$ cat config.mk
export PLATFORM = sky130hd
export DESIGN_NAME = time_ordered_job_queue
export DESIGN_NICKNAME = d
export VERILOG_FILES = /design/src/hw/rtl/tojq_pkg.sv /design/src/hw/rtl/tojq_front.sv /design/src/hw/rtl/tojq_fifo.sv /design/src/hw/rtl/tojq_back.sv /design/src/hw/rtl/time_ordered_job_queue.sv
export SDC_FILE = /design/constraint.sdc
export NUM_CORES = 2
export LEC_CHECK = 0
export BUFFER_PORTS_ARGS = -buffer_cell sky130_fd_sc_hd__clkbuf_2
export CAP_MARGIN = 20
export CORE_ASPECT_RATIO = 1.4
export CORE_UTILIZATION = 40
export CTS_BUF_LIST = sky130_fd_sc_hd__clkbuf_4
export CTS_CLUSTER_SIZE = 40
export DETAILED_ROUTE_END_ITERATION = 10
export GPL_ROUTABILITY_DRIVEN = 0
export PLACE_DENSITY = 0.59
export SYNTH_ARGS = -nofsm -noshare
export SYNTH_HDL_FRONTEND = slang
export SYNTH_SLANG_ARGS = --single-unit
export TNS_END_PERCENT = 50
$ cat constraint.sdc
create_clock -name i_clk -period 9.5 [get_ports i_clk]
set_clock_uncertainty 0.1 [all_clocks]
set_input_delay 0.475 -clock i_clk [delete_from_list [all_inputs] [get_ports i_clk]]
set_output_delay 0.475 -clock i_clk [all_outputs]
set_load 0.005 [all_outputs]
$ cat src/hw/rtl/tojq_pkg.sv
// Shared types and codes for the time-ordered job queue.
`timescale 1ns / 1ps
package tojq_pkg;

    // Request codes as they arrive on the kind field
    localparam logic [1:0] KIND_SCHED = 2'd0;
    localparam logic [1:0] KIND_POP   = 2'd1;
    localparam logic [1:0] KIND_DEL   = 2'd2;

    typedef enum logic [1:0] {
        OP_SCHED,
        OP_POP,
        OP_DEL,
        OP_NOP
    } t_op;

    typedef enum logic [1:0] {
        ST_OK,
        ST_FULL,
        ST_NOT_FOUND,
        ST_EMPTY
    } t_status;

    typedef enum logic {
        BK_IDLE,
        BK_APPLY
    } t_back_state;

    typedef struct packed {
        t_op         op;
        logic [15:0] job_id;
        logic [31:0] due_time;
        logic [15:0] cmd;
    } t_item;

    // Handshake between the command queue and its neighbours
    typedef struct packed {
        logic full;
        logic empty;
    } t_fifo_status;

endpackage

$ cat src/hw/rtl/tojq_front.sv
// Front end: takes requests, decodes the kind and hands them to the command queue.
`timescale 1ns / 1ps
module tojq_front import tojq_pkg::*; (
    input  logic         i_clk,
    input  logic         i_rst_n,
    input  logic         start,
    output logic         busy,
    input  logic [1:0]   i_kind,
    input  logic [15:0]  i_job_id,
    input  logic [31:0]  i_due_time,
    input  logic [15:0]  i_command_handle,
    input  t_fifo_status i_fifo_status,
    output logic         o_push,
    output t_item        o_item
);

    logic  r_valid;
    logic  n_valid;
    t_item r_item;
    t_op   dec_op;

    always_comb begin
        case (i_kind)
            KIND_SCHED: dec_op = OP_SCHED;
            KIND_POP:   dec_op = OP_POP;
            KIND_DEL:   dec_op = OP_DEL;
            default:    dec_op = OP_NOP;
        endcase
    end

    assign busy   = r_valid && i_fifo_status.full;
    assign o_push = r_valid && !i_fifo_status.full;
    assign o_item = r_item;

    always_comb begin
        n_valid = r_valid;
        if (start && !busy) begin
            n_valid = 1'b1;
        end else if (o_push) begin
            n_valid = 1'b0;
        end
    end

    always_ff @(posedge i_clk) begin
        if (!i_rst_n) begin
            r_valid <= 1'b0;
        end else begin
            r_valid <= n_valid;
        end
    end

    always_ff @(posedge i_clk) begin
        if (start && !busy) begin
            r_item.op       <= dec_op;
            r_item.job_id   <= i_job_id;
            r_item.due_time <= i_due_time;
            r_item.cmd      <= i_command_handle;
        end
    end

endmodule

$ cat src/hw/rtl/tojq_fifo.sv
// Two-entry command queue between front end and execution unit.
`timescale 1ns / 1ps
module tojq_fifo import tojq_pkg::*; (
    input  logic         i_clk,
    input  logic         i_rst_n,
    input  logic         i_push,
    input  t_item        i_item,
    input  logic         i_pop,
    output t_item        o_item,
    output t_fifo_status o_status
);

    t_item      r_mem [2];
    logic       r_wr_ptr;
    logic       r_rd_ptr;
    logic [1:0] r_fill;
    logic [1:0] n_fill;

    assign o_status.full  = (r_fill == 2'd2);
    assign o_status.empty = (r_fill == 2'd0);
    assign o_item         = r_mem[r_rd_ptr];

    always_comb begin
        n_fill = r_fill;
        if (i_push && !i_pop) begin
            n_fill = r_fill + 2'd1;
        end else if (!i_push && i_pop) begin
            n_fill = r_fill - 2'd1;
        end
    end

    always_ff @(posedge i_clk) begin
        if (!i_rst_n) begin
            r_wr_ptr <= 1'b0;
            r_rd_ptr <= 1'b0;
            r_fill   <= 2'd0;
        end else begin
            if (i_push) begin
                r_wr_ptr <= ~r_wr_ptr;
            end
            if (i_pop) begin
                r_rd_ptr <= ~r_rd_ptr;
            end
            r_fill <= n_fill;
        end
    end

    always_ff @(posedge i_clk) begin
        if (i_push) begin
            r_mem[r_wr_ptr] <= i_item;
        end
    end

endmodule

$ cat src/hw/rtl/tojq_back.sv
// Execution unit: sorted cell chain that inserts, pops and deletes jobs.
`timescale 1ns / 1ps
module tojq_back import tojq_pkg::*; #(
    parameter int QUEUE_DEPTH = 16
) (
    input  logic         i_clk,
    input  logic         i_rst_n,
    input  t_item        i_item,
    input  t_fifo_status i_fifo_status,
    output logic         o_pop,
    output logic         o_valid,
    output logic [1:0]   o_status,
    output logic [15:0]  o_out_job_id,
    output logic [31:0]  o_out_due_time,
    output logic [15:0]  o_out_command,
    output logic [4:0]   o_occupancy
);

    localparam int N  = QUEUE_DEPTH;
    localparam int CW = $clog2(QUEUE_DEPTH + 1);

    t_back_state r_state;
    t_back_state n_state;
    t_item       r_item;
    logic [CW-1:0] r_count;
    logic [CW-1:0] n_count;
    logic [N-1:0]  r_lt;
    logic [N-1:0]  n_lt;
    logic [N-1:0]  r_match;
    logic [N-1:0]  n_match;
    logic [N-1:0]  pre_match;

    logic [15:0] r_ids   [N];
    logic [31:0] r_times [N];
    logic [15:0] r_cmds  [N];
    logic [15:0] n_ids   [N];
    logic [31:0] n_times [N];
    logic [15:0] n_cmds  [N];

    logic        r_res_valid;
    logic        n_res_valid;
    t_status     r_res_status;
    t_status     n_res_status;
    logic [15:0] r_res_id;
    logic [15:0] n_res_id;
    logic [31:0] r_res_time;
    logic [31:0] n_res_time;
    logic [15:0] r_res_cmd;
    logic [15:0] n_res_cmd;
    logic [CW+4:0] occ_ext;

    logic is_full;
    logic is_empty;

    assign is_full  = (r_count == CW'(QUEUE_DEPTH));
    assign is_empty = (r_count == '0);
    assign o_pop    = (r_state == BK_IDLE) && !i_fifo_status.empty;

    // Compare the incoming job against every live cell in parallel
    always_comb begin
        for (int i = 0; i < N; i++) begin
            n_lt[i]    = (CW'(i) < r_count) && (r_times[i] < i_item.due_time);
            n_match[i] = (CW'(i) < r_count) && (r_ids[i] == i_item.job_id);
        end
    end

    // Log-depth prefix OR: every cell at or past the first hit shifts down
    always_comb begin
        pre_match = r_match;
        for (int d = 1; d < N; d = d * 2) begin
            for (int i = N - 1; i >= d; i--) begin
                pre_match[i] = pre_match[i] | pre_match[i-d];
            end
        end
    end

    always_comb begin
        n_state      = r_state;
        n_count      = r_count;
        n_ids        = r_ids;
        n_times      = r_times;
        n_cmds       = r_cmds;
        n_res_valid  = 1'b0;
        n_res_status = ST_OK;
        n_res_id     = '0;
        n_res_time   = '0;
        n_res_cmd    = '0;
        case (r_state)
            BK_IDLE: begin
                if (o_pop) begin
                    n_state = BK_APPLY;
                end
            end
            BK_APPLY: begin
                n_state     = BK_IDLE;
                n_res_valid = 1'b1;
                case (r_item.op)
                    OP_SCHED: begin
                        if (is_full) begin
                            n_res_status = ST_FULL;
                        end else begin
                            for (int i = 0; i < N; i++) begin
                                if (!r_lt[i]) begin
                                    if (i == 0 || r_lt[(i > 0) ? i - 1 : 0]) begin
                                        n_ids[i]   = r_item.job_id;
                                        n_times[i] = r_item.due_time;
                                        n_cmds[i]  = r_item.cmd;
                                    end else begin
                                        n_ids[i]   = r_ids[(i > 0) ? i - 1 : 0];
                                        n_times[i] = r_times[(i > 0) ? i - 1 : 0];
                                        n_cmds[i]  = r_cmds[(i > 0) ? i - 1 : 0];
                                    end
                                end
                            end
                            n_count = r_count + CW'(1);
                        end
                    end
                    OP_POP: begin
                        if (is_empty) begin
                            n_res_status = ST_EMPTY;
                        end else begin
                            n_res_id   = r_ids[0];
                            n_res_time = r_times[0];
                            n_res_cmd  = r_cmds[0];
                            for (int i = 0; i < N - 1; i++) begin
                                n_ids[i]   = r_ids[i+1];
                                n_times[i] = r_times[i+1];
                                n_cmds[i]  = r_cmds[i+1];
                            end
                            n_count = r_count - CW'(1);
                        end
                    end
                    OP_DEL: begin
                        if (!(|r_match)) begin
                            n_res_status = ST_NOT_FOUND;
                        end else begin
                            for (int i = 0; i < N - 1; i++) begin
                                if (pre_match[i]) begin
                                    n_ids[i]   = r_ids[i+1];
                                    n_times[i] = r_times[i+1];
                                    n_cmds[i]  = r_cmds[i+1];
                                end
                            end
                            n_count = r_count - CW'(1);
                        end
                    end
                    default: begin
                        n_res_status = ST_OK;
                    end
                endcase
            end
            default: begin
                n_state = BK_IDLE;
            end
        endcase
    end

    always_ff @(posedge i_clk) begin
        if (!i_rst_n) begin
            r_state     <= BK_IDLE;
            r_count     <= '0;
            r_res_valid <= 1'b0;
        end else begin
            r_state     <= n_state;
            r_count     <= n_count;
            r_res_valid <= n_res_valid;
        end
    end

    always_ff @(posedge i_clk) begin
        if (o_pop) begin
            r_item  <= i_item;
            r_lt    <= n_lt;
            r_match <= n_match;
        end
        r_ids        <= n_ids;
        r_times      <= n_times;
        r_cmds       <= n_cmds;
        r_res_status <= n_res_status;
        r_res_id     <= n_res_id;
        r_res_time   <= n_res_time;
        r_res_cmd    <= n_res_cmd;
    end

    assign occ_ext        = {5'b0, r_count};
    assign o_valid        = r_res_valid;
    assign o_status       = r_res_status;
    assign o_out_job_id   = r_res_id;
    assign o_out_due_time = r_res_time;
    assign o_out_command  = r_res_cmd;
    assign o_occupancy    = occ_ext[4:0];

    a_count_bound: assert property (@(posedge i_clk) disable iff (!i_rst_n)
        r_count <= CW'(QUEUE_DEPTH))
        else $error("job count beyond depth");

    a_result_after_apply: assert property (@(posedge i_clk) disable iff (!i_rst_n)
        (r_state == BK_APPLY) |=> (r_res_valid && r_state == BK_IDLE))
        else $error("result not issued after apply");

    a_count_step: assert property (@(posedge i_clk) disable iff (!i_rst_n)
        (r_state == BK_IDLE) |=> (r_count == $past(r_count)))
        else $error("count changed outside apply");

    a_fields_zero: assert property (@(posedge i_clk) disable iff (!i_rst_n)
        (r_res_valid && r_res_status != ST_OK)
            |-> (r_res_id == '0 && r_res_time == '0 && r_res_cmd == '0))
        else $error("job fields set on failed request");

endmodule

$ cat src/hw/rtl/time_ordered_job_queue.sv
// Top level of the time-ordered job queue.
`timescale 1ns / 1ps
// Holds up to QUEUE_DEPTH jobs sorted by ascending due time in a chain of cells; a
// new job goes ahead of queued jobs with an equal or later time. A request is taken
// when start is high and busy is low; the front end registers it and passes it
// through a two-entry command queue to the execution unit, which, while idle,
// compares each request against every cell and registers the outcome, then shifts
// the chain in its apply state; it takes no new request from the queue until it is
// through with the last one. o_valid comes from a result register set in the apply
// state (so it rises later while earlier requests wait ahead) and marks the result
// for exactly one cycle; it cannot be held off, so the receiver must take it then.
// busy rises only while the front register and the command queue are all full.
module time_ordered_job_queue import tojq_pkg::*; #(
    parameter int QUEUE_DEPTH = 16
) (
    input  logic        i_clk,
    input  logic        i_rst_n,
    input  logic        start,
    output logic        busy,
    input  logic [1:0]  i_kind,
    input  logic [15:0] i_job_id,
    input  logic [31:0] i_due_time,
    input  logic [15:0] i_command_handle,
    output logic        o_valid,
    output logic [1:0]  o_status,
    output logic [15:0] o_out_job_id,
    output logic [31:0] o_out_due_time,
    output logic [15:0] o_out_command,
    output logic [4:0]  o_occupancy
);

    t_fifo_status fifo_status;
    t_item        front_item;
    t_item        head_item;
    logic         push;
    logic         pop;

    tojq_front u_front (
        .i_clk            (i_clk),
        .i_rst_n          (i_rst_n),
        .start            (start),
        .busy             (busy),
        .i_kind           (i_kind),
        .i_job_id         (i_job_id),
        .i_due_time       (i_due_time),
        .i_command_handle (i_command_handle),
        .i_fifo_status    (fifo_status),
        .o_push           (push),
        .o_item           (front_item)
    );

    tojq_fifo u_fifo (
        .i_clk    (i_clk),
        .i_rst_n  (i_rst_n),
        .i_push   (push),
        .i_item   (front_item),
        .i_pop    (pop),
        .o_item   (head_item),
        .o_status (fifo_status)
    );

    tojq_back #(
        .QUEUE_DEPTH (QUEUE_DEPTH)
    ) u_back (
        .i_clk          (i_clk),
        .i_rst_n        (i_rst_n),
        .i_item         (head_item),
        .i_fifo_status  (fifo_status),
        .o_pop          (pop),
        .o_valid        (o_valid),
        .o_status       (o_status),
        .o_out_job_id   (o_out_job_id),
        .o_out_due_time (o_out_due_time),
        .o_out_command  (o_out_command),
        .o_occupancy    (o_occupancy)
    );

endmodule
Yosys cells after proc, flatten, opt, wreduce, memory -nomap -nowiden
Memory sizes are Yosys's and may differ from the RTL's. A register that Yosys moved wholly into a read port is not among the register bits.
Cells that the tools add are included.

word-level totals
  register bits = 1266
  memory bits (writable) = 132
  bits of input ports = 69
  output and inout port bits = 73
  word-level logic and storage cells = 451
  memories kept = 1

memory list
  name          depth  width  read ports  clocked after Yosys merged registers in  wr ports  RTL line         text
  u_fifo.r_mem  2      66     1           1                                        1         tojq_fifo.sv:13  t_item r_mem [2];

cells by class
  add/subtract/negate cells = 4
  magnitude comparators = 32
  eq/ne operators = 55
  mux-type cells = 170
  bitwise logic cells = 51
  reductions and logical operators = 69

operators by type and width
  kind                  number
  $mux W16              92
  $mux W32              46
  $pmux W240 S3         2
  $pmux W480 S3         1
  $mux W240             4
  $mux W480             2
  $lt A32 B32 Y1        16
  $mux W256             2
  $mux W512             1
  $eq A16 B16 Y1        16
  $reduce_and A7 Y1     15
  $or A1 B1 Y1          45
  $lt A4 B5 Y1 const A  8
  $logic_and A1 B1 Y1   38
  $ne A2 B2 Y1 const B  17
  $ne A2 B1 Y1 const B  16
  $lt A3 B5 Y1 const A  4
  $reduce_or A16 Y1     1
  $mux W5               3
  $pmux W5 S3           1
  $pmux W2 S3           2
  $lt A1 B5 Y1 const A  2
  $lt A2 B5 Y1 const A  2
  $mux W1               9
  18 further kinds      36

Logic depth before layout (Yosys ltp)
  word-level depth = 7
  depth in mapped cells = 12
  depth with buffers taken out = 8

Hierarchy
A second synthesis with hierarchy kept.

unflattened totals
  cells, all modules = 6530
  area total of the unflattened synthesis = 76294.4 um^2

by module, submodules not included
  module      instances  cells an instance  area an instance (um^2)  sequential area each (um^2)
  tojq_back   1          6230               69266.4                  35153.7
  tojq_fifo   1          227                4988.5                   4063.9
  tojq_front  1          73                 2039.5                   2001.9

Worst setup path after synthesis
No wires, ideal clock.

  kind = reg2reg
  from = reg u_back.r_count[1], in the netlist u_back.o_occupancy[1]
  to = reg u_back.r_cmds[80] (netlist bit), enable pin
  setup time = 0.590 ns
  arrival = 6.463 ns
  data required time = 8.810 ns
  path slack = 2.347 ns
  stages on the path, launching flop included = 9
  buffers on the path = 2
  clock period less this slack = 7.153 ns
  path through = dfxtp_1 clkbuf_1 inv_1 ha_1 nor3b_1 a21oi_1 nand2_4 buf_4 a221oi_1

on the way
  longest elaborated chain between the ends = 3
  elaborated cells between the ends (all ways) = 5
  those cells by class = eq/ne (3); reduce/logical (2)

RTL lines
  item                                                     RTL line                          text
  from (decl)                                              tojq_back.sv:25                   logic [CW-1:0] r_count;
  from (signal assigned)                                   tojq_back.sv:165                  r_count <= n_count;
  $eq A5 B5 Y1 / $logic_not A5 Y1 (equally long branches)  tojq_back.sv:55, tojq_back.sv:56
  $ne A2 B2 Y1 (no source line)                            -
  $reduce_and A7 Y1 (no source line) (*)                   -
  to (signal assigned)                                     tojq_back.sv:178                  r_cmds <= n_cmds;
  to (decl)                                                tojq_back.sv:35                   logic [15:0] r_cmds [N];

Mark *: on every way between the ends. The rest lies on a longest branch, timed or not.
A chain may end at the register's enable or synchronous reset.

==> results by group <==
Critical path
  – CP max stage delay: 0.67 ns
  – CP endpoint: u_back.r_lt[11]
  – CP max FO: 27
  – Crit-path cells: buf_4 -> mux2i_2 -> buf_4 -> ha_1 -> nand2_1 -> nor3_1 -> nand4_1 -> a31oi_1 -> nor3_1 -> o31a_1
  – Nature of the critical path startpoint: register
  – Reg2reg end: u_back.r_lt[11]
  – Worst path slowest cell: buf_4
  – Levels on crit path: 10
  – Top Family by Delay on Critical Path: simple AND/OR/NAND/NOR gates
  – Req. time, crit path: 10.42 ns
  – CP bufs+invs: 2
  – Reg2Reg Depth: 10
  – CP Class: register to register
  – Reg2Reg Setup Slack: 4.55 ns
  – CP Capture Type: register
  – WP data arrival: 5.87 ns

Drt
  – Vias per std cell: 5.88
  – Routed WL: 261,000 um
  – Pre-antenna DRT Iters: 6
  – Average routed wire per standard cell: 27.0 um
  – Remaining DRCs: 0
  – Vias: 56,820
  – DR iter-0 viols: 5,545
  – Antenna-violating nets left: 0

Logic synthesis
  – Synthesized cell area: 76,600 um2
  – Main synth FF type: edfxtp_1
  – Syn Inst Count: 6,537
  – Post-Syn Nets: 7,110
  – Synth area leaders: edfxtp_1 (52%), mux2i_1 (12%), ha_1 (8.2%)
  – Area leader, netlist: edfxtp_1
  – Synth Register Bits: 1,399
  – Synth unique cells: 61
  – Number of synthesized flops with an enable pin: 1,320
  – Sequential share of the synthesized area: 53.8%
  – Async set-reset flop share out of synthesis: 0%
  – Syn avg cell area: 11.7 um2
  – Synth top area share: 51.8%
  – Warnings, synthesis: 0

STA
  – Final Hold Viols: 0
  – Headroom to the max-slew limit: 10.2%
  – Final Cycle Share: 52.2%
  – Endpoints failing setup: 0
  – Fin. max-slew vios: 0
  – Min Tclk post-route: 4.95 ns
  – Max Freq: 0.202 GHz
  – Tightest Pin Transition: 1.35 ns
  – Setup_tns: 0 ns
  – RSZ-0062 raised after global routing: no

Clock network
  – CTS tree: built
  – Clock Path Buffers: 4
  – Clock sinks: 1,399
  – H-Tree Depth: 5
  – CTS root buf: clkbuf_4
  – Clock slew at reported path FFs: 0.07 ns
  – Clock latency on the worst-skew pair: 1.28 ns
  – Num CTS Buffers: 368

Pwr
  – Worst VDD drop: 0.394 mV
  – Lkg Pwr: 32.9 nW
  – Power Density: 342 nW/um2

Global route
  – GRT overflow: 0
  – Initial antenna violation count: 16
  – Vias in the first global route: 57,313
  – Largest net degree at the start of global routing: 251
  – Total GRT Usage: 26.5%
  – First-pass GRT wire length: 381,000 um

Placed design
  – Cell Area, Placed: 80,300 um2
  – Post-DP HPWL: 169,000 um
  – I/O Buffers: 141

Final layout
  – Fin nets: 7,468
  – Leading cell type in the layout, fill and taps excluded: edfxtp_1
  – Commonest cells after routing, fill and taps aside: edfxtp_1 (1,320), nand2_1 (991), o21ai_0 (984)
  – Synth-to-Final Area Change: 12.8%
  – Cell area after layout: 86,400 um2
  – Fraction of layout cells with a size suffix above 1: 14.1%

Die
  – Chip Height: 520 um
  – Chip Width: 372 um
  – Full die area: 193,000 um2
  – Core Area: 190,000 um2
  – Ports: 142
  – Site row count: 189
  – Initial Utilization: 40.3%

Run status
  – Status: finished clean

Run
  – Maxcap violations: 0

Worst hold path
  – HP Class: input pin to register
## routing by layer
layer	up-vias	track usage, %	wire length [um]
li1	25353	-	-
met1	28364	32.2	102000
met2	2423	43.8	126000
met3	668	4.57	17000
met4	12	15.4	16300
met5	-	0	71
## worst min path at each step
stage                       start                    end  slack, ns  depth (start not counted)
2_1_floorplan   u_front.o_item[0]     u_fifo.r_mem[0][0]       0.32                          0
3_3_place_gp   u_front.o_item[49]    u_fifo.r_mem[1][49]       0.32                          0
3_5_place_dp   u_front.o_item[48]    u_fifo.r_mem[0][48]       0.33                          0
4_1_cts                   i_rst_n        u_fifo.r_wr_ptr       0.05                          3
5_1_grt                   i_rst_n        u_fifo.r_wr_ptr       0.12                          3
6_report                  i_rst_n  u_back.o_occupancy[1]       0.16                          4
## logic make-up after synthesis
group | share of synthesized area, %
buf+inv | 2.51
mux | 13.8
xor+xnor | 3.01
flops | 53.8
fa+ha+maj | 8.23
compound gates | 10.4
simple gates | 8.21
## flip-flops by register name, summed over array words and instances, names as in the netlist, 2 cells and up, named ones only
signal	cells
u_back.r_times	512
u_back.r_cmds	256
u_back.r_ids	256
u_fifo.r_mem	132
u_back.r_item	66
u_front.o_item	66
u_back.o_out_due_time	32
u_back.o_out_command	16
u_back.o_out_job_id	16
u_back.r_lt	16
u_back.r_match	16
u_back.o_occupancy	5
u_back.o_status	2
u_fifo.r_fill	2
## what timing repair did
| action | CTS | global route |
|---|---|---|
| setup buffers | 0 | 0 |
| endpoints found under the hold margin | 79 | 0 |
| resized for setup | 0 | 0 |
| hold buffers | 136 | 0 |
## power by group
group	leakage (nW)	total (mW)	internal, mW	switching (mW)
clock	2.77	5.48	2.76	2.71
combinational	17.4	12.8	4.51	8.31
sequential	12.8	11.2	9.48	1.75
## tightest hold or removal path, stage by stage
cell and delay (ns):
dlygate4sd3_1 0.53, clkbuf_2 0.28, nand2_1 0.14, o21ai_1 0.05
## metrics by stage
stage	setup slack, ns	power (mW)	utilization, %	hold slack (ns)	instances
floorplan	2.35	19.2	-	0.321	6537
global placement	4.46	23.5	42.2	0.325	8863
detailed placement	4.41	23.9	42.3	0.331	8869
CTS	4.48	29.5	45.4	0.0516	9649
global route	4.41	31.2	45.5	0.117	9660
finish	4.55	29.5	45.5	0.163	9662
## cells in the mapped netlist, types with 6 or more instances
cell type	number
a21o_1	67
a211o_1	7
nor4_1	56
ha_1	504
nor3_1	57
buf_1	43
o31a_1	6
nor2_1	69
nand2b_1	6
xnor2_1	236
dfxtp_1	79
and4_1	16
xor2_1	27
a221oi_1	14
a2111oi_0	7
nand3_1	42
o21ai_0	984
a31oi_1	14
buf_4	17
nor2b_1	17
edfxtp_1	1320
and2_1	75
inv_1	65
a211oi_1	47
nand2_1	991
a21oi_1	151
nand4_1	83
a41oi_1	7
mux2i_4	16
o21a_1	8
o211ai_1	12
mux2i_1	929
clkbuf_1	357
mux2_2	83
a22o_1	65
## area by class of cell
class                   instances  area [um2]
fillers                     17559      104000
flip-flops and latches       1399       41200
multi-input cells            4649       33900
clock buffers                 540        4050
repair buffers                412        3280
well taps                    2483        3110
clock inverters               104         596
inverters                      65         244
diodes                         10        25.0
(Power assumes the default switching activity.)
